$ cat config.mk
export PLATFORM = sky130hd
export DESIGN_NAME = wgrt_ctrl
export DESIGN_NICKNAME = d
export VERILOG_FILES = /design/src/rtl/wgrt_pkg.sv /design/src/rtl/wgrt_ctrl.sv
export SDC_FILE = /design/constraint.sdc
export NUM_CORES = 1
export LEC_CHECK = 0
export BUFFER_PORTS_ARGS = -buffer_cell sky130_fd_sc_hd__buf_2
export CAP_MARGIN = 0
export CELL_PAD_IN_SITES_DETAIL_PLACEMENT = 0
export CELL_PAD_IN_SITES_GLOBAL_PLACEMENT = 1
export CORE_MARGIN = 1
export CORE_UTILIZATION = 23
export CTS_CLUSTER_DIAMETER = 40
export DETAILED_ROUTE_END_ITERATION = 8
export PLACE_DENSITY_LB_ADDON = 0.05
export SETUP_SLACK_MARGIN = 0.2
export SYNTH_ARGS = -nofsm -noshare
export SYNTH_HDL_FRONTEND = slang
export SYNTH_SLANG_ARGS = --single-unit
$ cat constraint.sdc
create_clock -name clk -period 1.55 [get_ports clk]
set_input_delay 0.31 -clock clk [delete_from_list [all_inputs] [get_ports clk]]
set_output_delay 0.31 -clock clk [all_outputs]
set_load 0.01 [all_outputs]
$ cat src/rtl/wgrt_pkg.sv
// Package for the weighted gateway route table: shared types, codes and constants.
// No dependencies.
`timescale 1ns / 1ps
package wgrt_pkg;

	localparam int MaxRoutesDef   = 16;
	localparam int MaxGatewaysDef = 8;
	localparam int HeaderBytesDef = 72;
	localparam int LoadW          = 24;
	localparam logic [LoadW-1:0] LoadMask = 24'hffffff;
	localparam int NobW           = 21;

	typedef enum logic [1:0] {
		FUNC_ADD    = 2'd0,
		FUNC_DELETE = 2'd1,
		FUNC_NOTIFY = 2'd2,
		FUNC_FWD    = 2'd3
	} func_t;

	typedef enum logic [2:0] {
		ST_OK      = 3'd0,
		ST_INVAL   = 3'd1,
		ST_NOENT   = 3'd2,
		ST_UNREACH = 3'd3,
		ST_FULL    = 3'd4
	} status_t;

	typedef enum logic [2:0] {
		CFG_FWD_EN = 3'd0,
		CFG_NET0   = 3'd1,
		CFG_NET1   = 3'd2,
		CFG_NET2   = 3'd3,
		CFG_NET3   = 3'd4,
		CFG_NETVAL = 3'd5
	} cfg_idx_t;

	typedef enum logic [2:0] {
		S_IDLE,
		S_GWSCAN,
		S_ADD,
		S_DEL,
		S_NOTIFY,
		S_FWD,
		S_FWD_UPD,
		S_DONE
	} state_t;

	// Commands from the controller to the datapath.
	typedef struct packed {
		logic    load_req;   // capture the request
		logic    gw_start;   // reset gateway search
		logic    gw_step;    // examine one gateway slot
		logic    add_commit; // perform add with search result
		logic    scan_start; // reset route scan
		logic    del_step;   // examine one route for delete
		logic    del_finish; // commit compacted count
		logic    notify_do;  // apply notify with search result
		logic    fwd_step;   // examine one route for forward
		logic    fwd_finish; // charge the chosen gateway
		logic    out_load;   // load the result register
	} cmd_t;

	// Status from the datapath to the controller.
	typedef struct packed {
		func_t req_func;   // function of the request being offered
		func_t func;       // function of the captured request
		logic  gw_last;    // gateway search finished this step
		logic  scan_last;  // route scan has no more entries
	} sts_t;

	// Wrapped 24-bit compare: a comes before b.
	function automatic logic load_better(input logic [LoadW-1:0] a, input logic [LoadW-1:0] b);
		logic [LoadW-1:0] d;
		d = a - b;
		return d > (LoadMask >> 1);
	endfunction

endpackage

$ cat src/rtl/wgrt_ctrl.sv
// Controller state machine for the route table: sequences searches and scans.
// Depends on wgrt_pkg.
`timescale 1ns / 1ps
module wgrt_ctrl (
	input  logic             clk,
	input  logic             arst_n,
	input  logic             in_valid,
	output logic             in_ready,
	output logic             out_valid,
	input  logic             out_ready,
	input  wgrt_pkg::sts_t   sts,
	output wgrt_pkg::cmd_t   cmd
);
	wgrt_pkg::state_t state_q, state_d;
	logic out_valid_q;

	// State register.
	always_ff @(posedge clk or negedge arst_n) begin
		if (!arst_n) state_q <= wgrt_pkg::S_IDLE;
		else state_q <= state_d;
	end

	// Result holding flag.
	always_ff @(posedge clk or negedge arst_n) begin
		if (!arst_n) out_valid_q <= 1'b0;
		else if (cmd.out_load) out_valid_q <= 1'b1;
		else if (out_ready) out_valid_q <= 1'b0;
	end
	assign out_valid = out_valid_q;

	// Next state and commands.
	always_comb begin
		state_d  = state_q;
		cmd      = '0;
		in_ready = 1'b0;
		unique case (state_q)
			wgrt_pkg::S_IDLE: begin
				in_ready = 1'b1;
				if (in_valid) begin
					cmd.load_req = 1'b1;
					cmd.gw_start = 1'b1;
					cmd.scan_start = 1'b1;
					state_d = (sts.req_func == wgrt_pkg::FUNC_DELETE) ? wgrt_pkg::S_DEL :
						(sts.req_func == wgrt_pkg::FUNC_FWD) ? wgrt_pkg::S_FWD :
						wgrt_pkg::S_GWSCAN;
				end
			end
			wgrt_pkg::S_GWSCAN: begin
				cmd.gw_step = 1'b1;
				if (sts.gw_last)
					state_d = (sts.func == wgrt_pkg::FUNC_ADD) ? wgrt_pkg::S_ADD :
						wgrt_pkg::S_NOTIFY;
			end
			wgrt_pkg::S_ADD: begin
				cmd.add_commit = 1'b1;
				state_d = wgrt_pkg::S_DONE;
			end
			wgrt_pkg::S_NOTIFY: begin
				cmd.notify_do = 1'b1;
				state_d = wgrt_pkg::S_DONE;
			end
			wgrt_pkg::S_DEL: begin
				if (sts.scan_last) begin
					cmd.del_finish = 1'b1;
					state_d = wgrt_pkg::S_DONE;
				end else cmd.del_step = 1'b1;
			end
			wgrt_pkg::S_FWD: begin
				if (sts.scan_last) state_d = wgrt_pkg::S_FWD_UPD;
				else cmd.fwd_step = 1'b1;
			end
			wgrt_pkg::S_FWD_UPD: begin
				cmd.fwd_finish = 1'b1;
				state_d = wgrt_pkg::S_DONE;
			end
			wgrt_pkg::S_DONE: begin
				if (!out_valid_q || out_ready) begin
					cmd.out_load = 1'b1;
					state_d = wgrt_pkg::S_IDLE;
				end
			end
			default: state_d = wgrt_pkg::S_IDLE;
		endcase
	end

	// A result is loaded only when the holding register is free.
	a_no_overwrite: assert property (@(posedge clk) disable iff (!arst_n)
		cmd.out_load |-> (!out_valid_q || out_ready))
		else $error("result overwritten");
	// A request is taken only in idle.
	a_accept_idle: assert property (@(posedge clk) disable iff (!arst_n)
		cmd.load_req |-> state_q == wgrt_pkg::S_IDLE)
		else $error("request taken while busy");
	// After a result is loaded the controller is idle.
	a_done_idle: assert property (@(posedge clk) disable iff (!arst_n)
		cmd.out_load |=> state_q == wgrt_pkg::S_IDLE)
		else $error("not idle after result");
endmodule

==> results.txt, run 1 <==
Worst Skew -> 0.00346 ns
Sink Count -> 4
# nets final -> 95
Most used cell along the critical path -> buf_6
GR Overflow Total -> 0
Pre-antenna DRT Iters -> 2
Worst path cell trace -> buf_6, buf_12, nor2_4, buf_6, and2_4, buf_6
I/O pin count -> 23
Root buffer cell -> clkbuf_4
Met3 WL -> 59 um
Final period util -> 102%
Outcome -> complete, but fails checks
Min-Delay Path Class -> in -> reg
Global placer's final weighted congestion -> 0.694
Number of synthesized register bits -> 4
Clk_lat worst skew -> 0.23 ns
H-tree levels -> 1
Hold Fails Final Rpt -> 0
Crit path required time -> 1.24 ns
DR iter-0 viols -> 6
Post-detailed-route count of antenna-violating nets -> 0
Total chip power -> 1.39 mW
Tightest Pin Transition -> 0.236 ns
Vias in the first global route -> 405
Post-synth EDFFs -> 0
Reg2Reg Depth -> 5
Area of the die -> 1710 um2
DR top layer -> met3
HPWL Detailed -> 778 um
Leak -> 0.377 nW
Worst EP arrival -> 1.27 ns
Global Route Usage Sum -> 13.7%
Worst VDD drop -> 769 uV
Sequential share of the synthesized area -> 28.1%
Post-synth cell types -> 27
Floorplan row count -> 13
Detail Route met2 WL -> 531 um
FMAX -> 631 MHz
Syn avg cell area -> 7.59 um2
Compound-Gate Fraction of Synth Area -> 17.5%
Remaining DRCs -> 0
Port Buffers -> 22
Xor/xnor share of the synthesized area -> 0%
Routed len/inst -> 10.9 um
Post-layout util -> 52.7%
Minimum clock period -> 1.58 ns
Initial antenna violation count -> 0
Total CTS buffers -> 3
Die W -> 41.4 um
Largest family of logic cells by synthesized area -> simple AND/OR/NAND/NOR gates
Die H -> 41.4 um
Most common flop cell mapped by yosys -> dfrtp_1
Antenna diode count -> 0
Setup WS post-layout -> -0.0342 ns
M1 WL -> 473 um
Pwr Density -> 1930 nW/um2
Slew HR -> 84.2%
Vias -> 445
Final Instance Area -> 719 um2
Clk pin slew, worst setup/hold paths -> 0.04 ns
Min-Delay Path Depth -> 3
Max-slew violations -> 0
R2R Setup Slk -> -0.03 ns
CTS tree -> built
Post-synthesis mux area share -> 9.12%
Drt total wl -> 1.06 mm
Post-Synthesis Cells -> 47
Syn Std Cell Area -> 357 um2
Clock buffer depth -> 2
Violated checks -> setup timing
Hold slack -> 0.394 ns
Core footprint -> 1370 um2
Number of vias per cell -> 4.54
Crit start category -> flip-flop
Fraction of layout instances using a drive strength above 1 -> 61.4%
First-pass GRT wire length -> 1.55 mm
Final setup violation count -> 3
Max Fanout on Critical Path -> 3
Mapped Nets -> 57
RSZ-0062 raised after global routing -> yes
Ys async rst share -> 100%
Simple logic cell fraction of the synthesized area -> 33.3%
Setup CP Type -> reg -> out
Worst path slowest cell -> dfrtp_1
Synth Area in Adders -> 0%
MaxCap Viol Count -> 0
Largest net degree at the start of global routing -> 8
Setup crit end kind -> output port
Worst path max stage delay -> 0.40 ns
Initial Util -> 26.1%
Yosys warns -> 0
Syn-to-layout area delta -> 102%
Area post-placement -> 518 um2
[area by class of cell]
| class | instances | area (um2) |
|---|---|---|
| inverter | 2 | 10.0 |
| fill | 146 | 647 |
| tap | 15 | 18.8 |
| timing repair buffer | 38 | 300 |
| multi-input combinational | 36 | 268 |
| sequential | 4 | 100 |
| clock buffer | 3 | 22.5 |
[worst max-delay path: cells and delay by family, from the launching register on]
kind	cells	cell delay, ns
buffers and inverters	4	0.45
DFF	1	0.40
and+or+nand+nor	2	0.20
[metrics by stage]
step / setup WS (ns) / setup TNS (ns) / std cells
after floorplan: 0.0546 / 0 / 47
after global placement: 0.0317 / 0 / 86
after detailed placement: 0.0253 / 0 / 86
after CTS: -0.0252 / -0.141 / 94
after global routing: -0.111 / -0.653 / 98
final: -0.0342 / -0.0834 / 98
[power breakdown]
group          total, mW  internal [mW]  switching [mW]
combinational       1.06          0.605           0.450
clock              0.125         0.0863          0.0384
sequential         0.206          0.159          0.0476
total               1.39          0.850           0.536
[per-layer routing]
layer,GRT usage (%),vias up
li1,-,229
met1,16.3,202
met2,25.0,14
met3,3.19,0
met4,2.42,0
met5,0,-
[layout by cell type (no fill, tap or decap), drive strengths merged, types with 2 or more instances in the layout]
| master | Yosys | layout |
|---|---|---|
| buf | 4 | 37 |
| nor2 | 10 | 10 |
| dfrtp | 4 | 4 |
| clkbuf | 1 | 3 |
| nand2 | 3 | 3 |
| and2 | 2 | 2 |
| o21a | 2 | 2 |
| mux2 | 2 | 2 |
| inv | 2 | 2 |
| nand2b | 2 | 2 |
[sequential cells by signal (all words and copies together), names as in the netlist]
signal	cells
out_valid	1
state_q	3
[logic make-up (layout without fill, tap and decap cells)]
kind of cell           count (synthesis)  after routing
muxes                                  3              3
AOI/OAI and AO/OA                      9              9
DFF                                    4              4
and+or+nand+nor                       24             24
buffers and inverters                  7             43
[synthesized netlist by cell type, types with 2 or more instances]
| cell | number | area [um2] |
|---|---|---|
| dfrtp_1 | 4 | 100 |
| buf_4 | 2 | 15.0 |
| and2_1 | 2 | 12.5 |
| o21a_1 | 2 | 15.0 |
| nand2b_1 | 2 | 12.5 |
| inv_1 | 2 | 7.51 |
| nor2_1 | 10 | 37.5 |
| nand2_1 | 3 | 11.3 |
| mux2_1 | 2 | 22.5 |
[timing repair]
item / in CTS / in global routing
resized for setup: 8 / 16
hold endpoints to repair: 4 / 0
pin swaps: 6 / 6
setup endpoints to repair: 14 / 14
hold buffers: 1 / 0
buffers inserted: 4 / 4
[worst paths after layout]
path,from,to
max in group asynchronous,arst_n,state_q[1]
setup reg to reg,state_q[1],state_q[1]
min in group asynchronous,arst_n,out_valid
hold / removal,out_ready,out_valid
setup / recovery,state_q[1],cmd[8]
hold reg to reg,out_valid,out_valid
Note: power is estimated with default switching activity, not from simulation.
==> run 2: changes to the inputs <==
--- a/config.mk
+++ b/config.mk
@@ -7,12 +7,10 @@
 export LEC_CHECK = 0
 export BUFFER_PORTS_ARGS = -buffer_cell sky130_fd_sc_hd__buf_2
 export CAP_MARGIN = 0
-export CELL_PAD_IN_SITES_DETAIL_PLACEMENT = 0
-export CELL_PAD_IN_SITES_GLOBAL_PLACEMENT = 1
-export CORE_MARGIN = 1
-export CORE_UTILIZATION = 23
+export CORE_AREA = 2 2 39 41
 export CTS_CLUSTER_DIAMETER = 40
 export DETAILED_ROUTE_END_ITERATION = 8
+export DIE_AREA = 0 0 41 43
 export PLACE_DENSITY_LB_ADDON = 0.05
 export SETUP_SLACK_MARGIN = 0.2
 export SYNTH_ARGS = -nofsm -noshare
==> constraint.sdc (replaced) <==
create_clock -name clk -period 2.01 [get_ports clk]
set_input_delay 0.402 -clock clk [delete_from_list [all_inputs] [get_ports clk]]
set_output_delay 0.402 -clock clk [all_outputs]
set_load 0.01 [all_outputs]
==> results.txt, run 2 (same netlist as run 1, synthesis figures left out) <==
Outcome -> finished clean (was complete, but fails checks)
Worst setup path start -> state_q[2] (was state_q[1])
Hold Fails Final Rpt -> 0 (unchanged)
Crit path required time -> 1.61 ns (was 1.24 ns)
Max Fanout on Critical Path -> 11 (was 3)
MaxCap Viol Count -> 0 (unchanged)
Max-slew violations -> 0 (unchanged)
Cts repair resizes -> 0 (was 8)
Minimum clock period -> 1.67 ns
Number of vias per cell -> 4.54 (about the same)
Min-Delay Path Depth -> 3 (unchanged)
Pwr Density -> 1350 nW/um2 (was 1930 nW/um2)
Vias -> 381 (was 445)
Floorplan row count -> 14 (was 13)
Setup WS post-layout -> 0.337 ns (was -0.0342 ns)
Slew HR -> 74.8% (was 84.2%)
Reg2Reg Depth -> 4 (was 5)
R2r startpoint -> state_q[0] (was state_q[1])
Syn-to-layout area delta -> 35.8% (was 102%)
Top reg by flops -> state_q (unchanged)
Number of flip-flops under the largest register name -> 3 (unchanged)
Pre-antenna DRT Iters -> 4 (was 2)
RSZ-0062 raised after global routing -> no (was yes)
DR iter-0 viols -> 1 (was 6)
Last element of the critical path -> cmd[6] (was cmd[8])
Global Route Usage Sum -> 10.3% (was 13.7%)
Total Neg Setup Slack -> 0 ns (was -0.0834 ns)
Commonest non-fill, non-tap cell in the layout -> buf_2 (unchanged)
Post-CTS setup repair buffer count -> 0 (was 4)
Core footprint -> 1380 um2 (was 1370 um2)
Fraction of layout instances using a drive strength above 1 -> 38.2% (was 61.4%)
GR Overflow Total -> 0 (unchanged)
Leak -> 0.259 nW (was 0.377 nW)
Die W -> 41 um (was 41.4 um)
Area of the die -> 1760 um2 (was 1710 um2)
FMAX -> 598 MHz
H-tree levels -> 1 (unchanged)
CTS tree -> built (unchanged)
Global placer's final weighted congestion -> 0.698 (was 0.694)
Vias in the first global route -> 327 (was 405)
Final setup violation count -> 0 (was 3)
Sink Count -> 4 (unchanged)
Placement Setup Slack -> 0.378 ns (was 0.0253 ns)
Worst VDD drop -> 541 uV (was 769 uV)
Setup CP Type -> reg -> out (unchanged)
Setup crit end kind -> output port (unchanged)
Largest net degree at the start of global routing -> 16 (was 8)
Antenna diode count -> 0 (unchanged)
# nets final -> 80 (was 95)
Crit start category -> flip-flop (unchanged)
Clk pin slew, worst setup/hold paths -> 0.04 ns (about the same)
Clock buffer depth -> 2 (unchanged)
Root buffer cell -> clkbuf_4 (unchanged)
Tightest Pin Transition -> 0.378 ns (was 0.236 ns)
RR Endpoint -> state_q[1] (unchanged)
Initial antenna violation count -> 0 (unchanged)
Fill count -> 160 (was 146)
Drt total wl -> 830 um (was 1.06 mm)
Worst Skew -> 0.00488 ns (was 0.00346 ns)
Worst EP arrival -> 1.27 ns (about the same)
Final period util -> 83.2%
Port Buffers -> 22 (unchanged)
Clk_lat worst skew -> 0.23 ns (about the same)
Commonest cells after routing, fill and taps aside -> 22 x buf_2, 10 x nor2_1, 4 x dfrtp_1 (was 18 x buf_2, 12 x buf_6, 9 x nor2_1)
Remaining DRCs -> 0 (unchanged)
Total CTS buffers -> 3 (unchanged)
Post-detailed-route count of antenna-violating nets -> 0 (unchanged)
Initial Util -> 25.8% (was 26.1%)
R2R Setup Slk -> 0.38 ns (was -0.03 ns)
Die H -> 43 um (was 41.4 um)
I/O pin count -> 23 (unchanged)
First-pass GRT wire length -> 1.27 mm (was 1.55 mm)
Min-Delay Path Class -> in -> reg (unchanged)
Routed len/inst -> 9.88 um (was 10.9 um)
run 2: what timing repair did:
item / in CTS / in global routing
hold buffers: 1 / 0
hold endpoints to repair: 4 / 0
endpoints found under the setup margin: 0 / 0
run 2: power breakdown:
| group | internal, mW | switching [mW] |
|---|---|---|
| sequential | 0.121 | 0.0826 |
| combinational | 0.178 | 0.174 |
| clock | 0.0666 | 0.0303 |
| total | 0.366 | 0.287 |
run 2: stage by stage:
step	hold WS [ns]	area, um2	power, mW	std cells	utilization, %
after CTS	0.484	484	0.668	84	35.0
after global placement	0.214	452	0.571	80	32.6
after global routing	0.512	484	0.720	84	35.0
final	0.493	484	0.653	84	35.0
after detailed placement	0.212	452	0.564	80	32.6
after floorplan	0.106	357	0.474	47	-
run 2: layout make-up:
| cell class | instances | area, um2 | area share, % |
|---|---|---|---|
| Timing Repair Buffer | 23 | 120 | 24.8 |
| Tap cell | 16 | 20.0 | 4.13 |
| Inverter | 2 | 7.51 | 1.55 |
| Clock buffer | 3 | 22.5 | 4.65 |
| Multi-Input combinational cell | 36 | 214 | 44.2 |
| Sequential cell | 4 | 100 | 20.7 |
run 2: critical path, stage by stage, from the launching register on:
cell	delay (ns)
dfrtp_1	0.48
nor3_1	0.25
and2_1	0.18
buf_2	0.13
run 2: layer usage:
metal	wire length, um	vias to the layer above	global-route usage (%)
met2	391	12	16.9
met4	0	0	6.00
met1	378	170	12.3
met3	60	0	0.524
li1	-	199	-
met5	0	-	0
run 2: how the worst min path moves through the flow:
| stage | to | start | slack (ns) |
|---|---|---|---|
| floorplan | out_valid | arst_n | 0.11 |
| finish | out_valid | out_ready | 0.49 |
| global placement | state_q[0] | arst_n | 0.21 |
| detailed placement | out_valid | arst_n | 0.21 |
| CTS | out_valid | out_ready | 0.48 |
| global route | state_q[0] | arst_n | 0.51 |
==> run 3: changes to the inputs <==
==> constraint.sdc (replaced) <==
create_clock -name clk -period 1.35 [get_ports clk]
set_input_delay 0.27 -clock clk [delete_from_list [all_inputs] [get_ports clk]]
set_output_delay 0.27 -clock clk [all_outputs]
set_load 0.01 [all_outputs]
==> results.txt, run 3 (same netlist as run 1, synthesis figures left out) <==
CTS tree -> built (unchanged)
Minimum clock period -> 1.54 ns
Remaining DRCs -> 0 (unchanged)
Clock power share -> 8.9% (was 14.8%)
GR Overflow Total -> 0 (unchanged)
Global placer's final weighted congestion -> 0.686 (was 0.698)
Worst Skew -> 0.00381 ns (was 0.00488 ns)
I/O pin count -> 23 (unchanged)
Clock buffer depth -> 2 (unchanged)
MaxCap Viol Count -> 0 (unchanged)
Root buffer cell -> clkbuf_4 (unchanged)
Max Fanout on Critical Path -> 4 (was 11)
Crit path required time -> 1.08 ns (was 1.61 ns)
Setup WS post-layout -> -0.192 ns (was 0.337 ns)
H-tree levels -> 1 (unchanged)
Total CTS buffers -> 3 (unchanged)
R2r startpoint -> state_q[2] (was state_q[0])
Gate power share -> 77.2% (was 53.9%)
Vias in the first global route -> 461 (was 327)
Initial Util -> 25.8% (unchanged)
Antenna diode count -> 0 (unchanged)
Total chip power -> 1.66 mW (was 0.653 mW)
Setup CP Type -> reg -> out (unchanged)
Number of vias per cell -> 4.59 (was 4.54)
Sequential share of power -> 13.9% (was 31.2%)
Setup crit end kind -> output port (unchanged)
Clk_lat worst skew -> 0.23 ns (about the same)
Hold Fails Final Rpt -> 0 (unchanged)
Worst path max stage delay -> 0.40 ns (was 0.48 ns)
Die H -> 43 um (unchanged)
R2R Setup Slk -> -0.18 ns (was 0.38 ns)
Worst VDD drop -> 861 uV (was 541 uV)
Min-Delay Path Class -> in -> async (was in -> reg)
NetSw -> 0.630 mW (was 0.287 mW)
DR iter-0 viols -> 6 (was 1)
Slew HR -> 88.4% (was 74.8%)
Pint -> 1.03 mW (was 0.366 mW)
Post-layout util -> 53.9% (was 35.0%)
Syn-to-layout area delta -> 109% (was 35.8%)
Floorplan row count -> 14 (unchanged)
Global Route Usage Sum -> 15.0% (was 10.3%)
Commonest non-fill, non-tap cell in the layout -> buf_2 (unchanged)
First-pass GRT wire length -> 1.79 mm (was 1.27 mm)
Top reg by flops -> state_q (unchanged)
Post-detailed-route count of antenna-violating nets -> 0 (unchanged)
Final setup violation count -> 14 (was 0)
Leak -> 0.392 nW (was 0.259 nW)
Port Buffers -> 22 (unchanged)
Area of the die -> 1760 um2 (unchanged)
Area post-placement -> 584 um2 (was 452 um2)
Commonest cells after routing, fill and taps aside -> 19 x buf_2, 13 x buf_4, 10 x buf_6 (was 22 x buf_2, 10 x nor2_1, 4 x dfrtp_1)
Worst path slowest cell -> dfrtp_1 (unchanged)
Final Instance Area -> 746 um2 (was 484 um2)
Placement Setup Slack -> -0.173 ns (was 0.378 ns)
Max-slew violations -> 0 (unchanged)
FMAX -> 648 MHz
Worst setup path start -> state_q[2] (unchanged)
Reg2Reg Depth -> 5 (was 4)
Final period util -> 114%
Most used cell along the critical path -> buf_6
Tightest Pin Transition -> 0.169 ns (was 0.378 ns)
Outcome -> complete, but fails checks (was finished clean)
# nets final -> 100 (was 80)
Worst EP arrival -> 1.27 ns (about the same)
Worst path cell trace -> buf_6, buf_6, nor3_4, and2_4, buf_6 (was nor3_1, and2_1, buf_2)
Pre-antenna DRT Iters -> 3 (was 4)
Drt total wl -> 1.08 mm (was 830 um)
Core footprint -> 1380 um2 (unchanged)
RR Endpoint -> state_q[1] (unchanged)
Routed len/inst -> 10.4 um (was 9.88 um)
Pwr Density -> 2230 nW/um2 (was 1350 nW/um2)
Sink Count -> 4 (unchanged)
Largest net degree at the start of global routing -> 8 (was 16)
RSZ-0062 raised after global routing -> yes (was no)
HPWL Detailed -> 885 um
Violated checks -> setup timing
Crit start category -> flip-flop (unchanged)
Vias -> 477 (was 381)
Fraction of layout instances using a drive strength above 1 -> 67.0% (was 38.2%)
Die W -> 41 um (unchanged)
Initial antenna violation count -> 0 (unchanged)
Sw frac -> 38.0% (was 43.9%)
Number of flip-flops under the largest register name -> 3 (unchanged)
Clk pin slew, worst setup/hold paths -> 0.04 ns (about the same)
[run 3: worst max-delay path by stage]
stage                      end  slack (ns)  cells after the start
finish                  cmd[6]       -0.19                      5
floorplan           state_q[1]       -0.15                      5
detailed placement  state_q[1]       -0.17                      5
CTS                 state_q[1]       -0.19                      5
global placement    state_q[2]       -0.19                      4
global route           cmd[10]       -0.24                      5
[run 3: worst max-delay path, delay by kind of cell (launching register included)]
| family | cells | cell delay, ns |
|---|---|---|
| flops | 1 | 0.40 |
| buf+inv | 3 | 0.35 |
| simple gates | 2 | 0.29 |
[run 3: layer usage]
metal  part of all wire, %  global-route usage (%)  vias to the layer above
li1                      -                       -                      239
met5                     0                       0                        -
met1                    45                    18.8                      219
met2                    49                    22.8                       19
met4                     0                    8.00                        0
met3                   5.8                    3.14                        0
[run 3: power groups by stage]
stage	Combinational (mW)	Sequential, mW	Clock [mW]
2_1_floorplan	0.578	0.227	0
3_3_place_gp	0.957	0.236	0
3_5_place_dp	0.964	0.235	0
4_1_cts	1.23	0.226	0.159
5_1_grt	1.40	0.242	0.163
6_report	1.28	0.231	0.148
[run 3: what timing repair did]
action,4_1_cts,5_1_grt
hold buffers,1,0
cloned,0,0
hold endpoints to repair,4,0
setup endpoints to repair,15,15
pin swaps,6,4
setup buffers,5,0
gates resized for setup,15,5
[run 3: cell type report]
cell class              instances  area (um2)
repair buffers                 43         315
inverters                       2        7.51
flip-flops and latches          4         100
fillers                       144         638
clock buffers                   3        22.5
multi-input cells              36         280
well taps                      16        20.0
[run 3: through the flow]
stage / setup TNS [ns] / instances / hold WS [ns]
after floorplan: -0.439 / 47 / -0.0256
after global placement: -0.662 / 95 / 0.0854
after detailed placement: -0.709 / 95 / 0.0850
after CTS: -1.99 / 104 / 0.363
after global routing: -2.85 / 104 / 0.393
final: -1.95 / 104 / 0.376
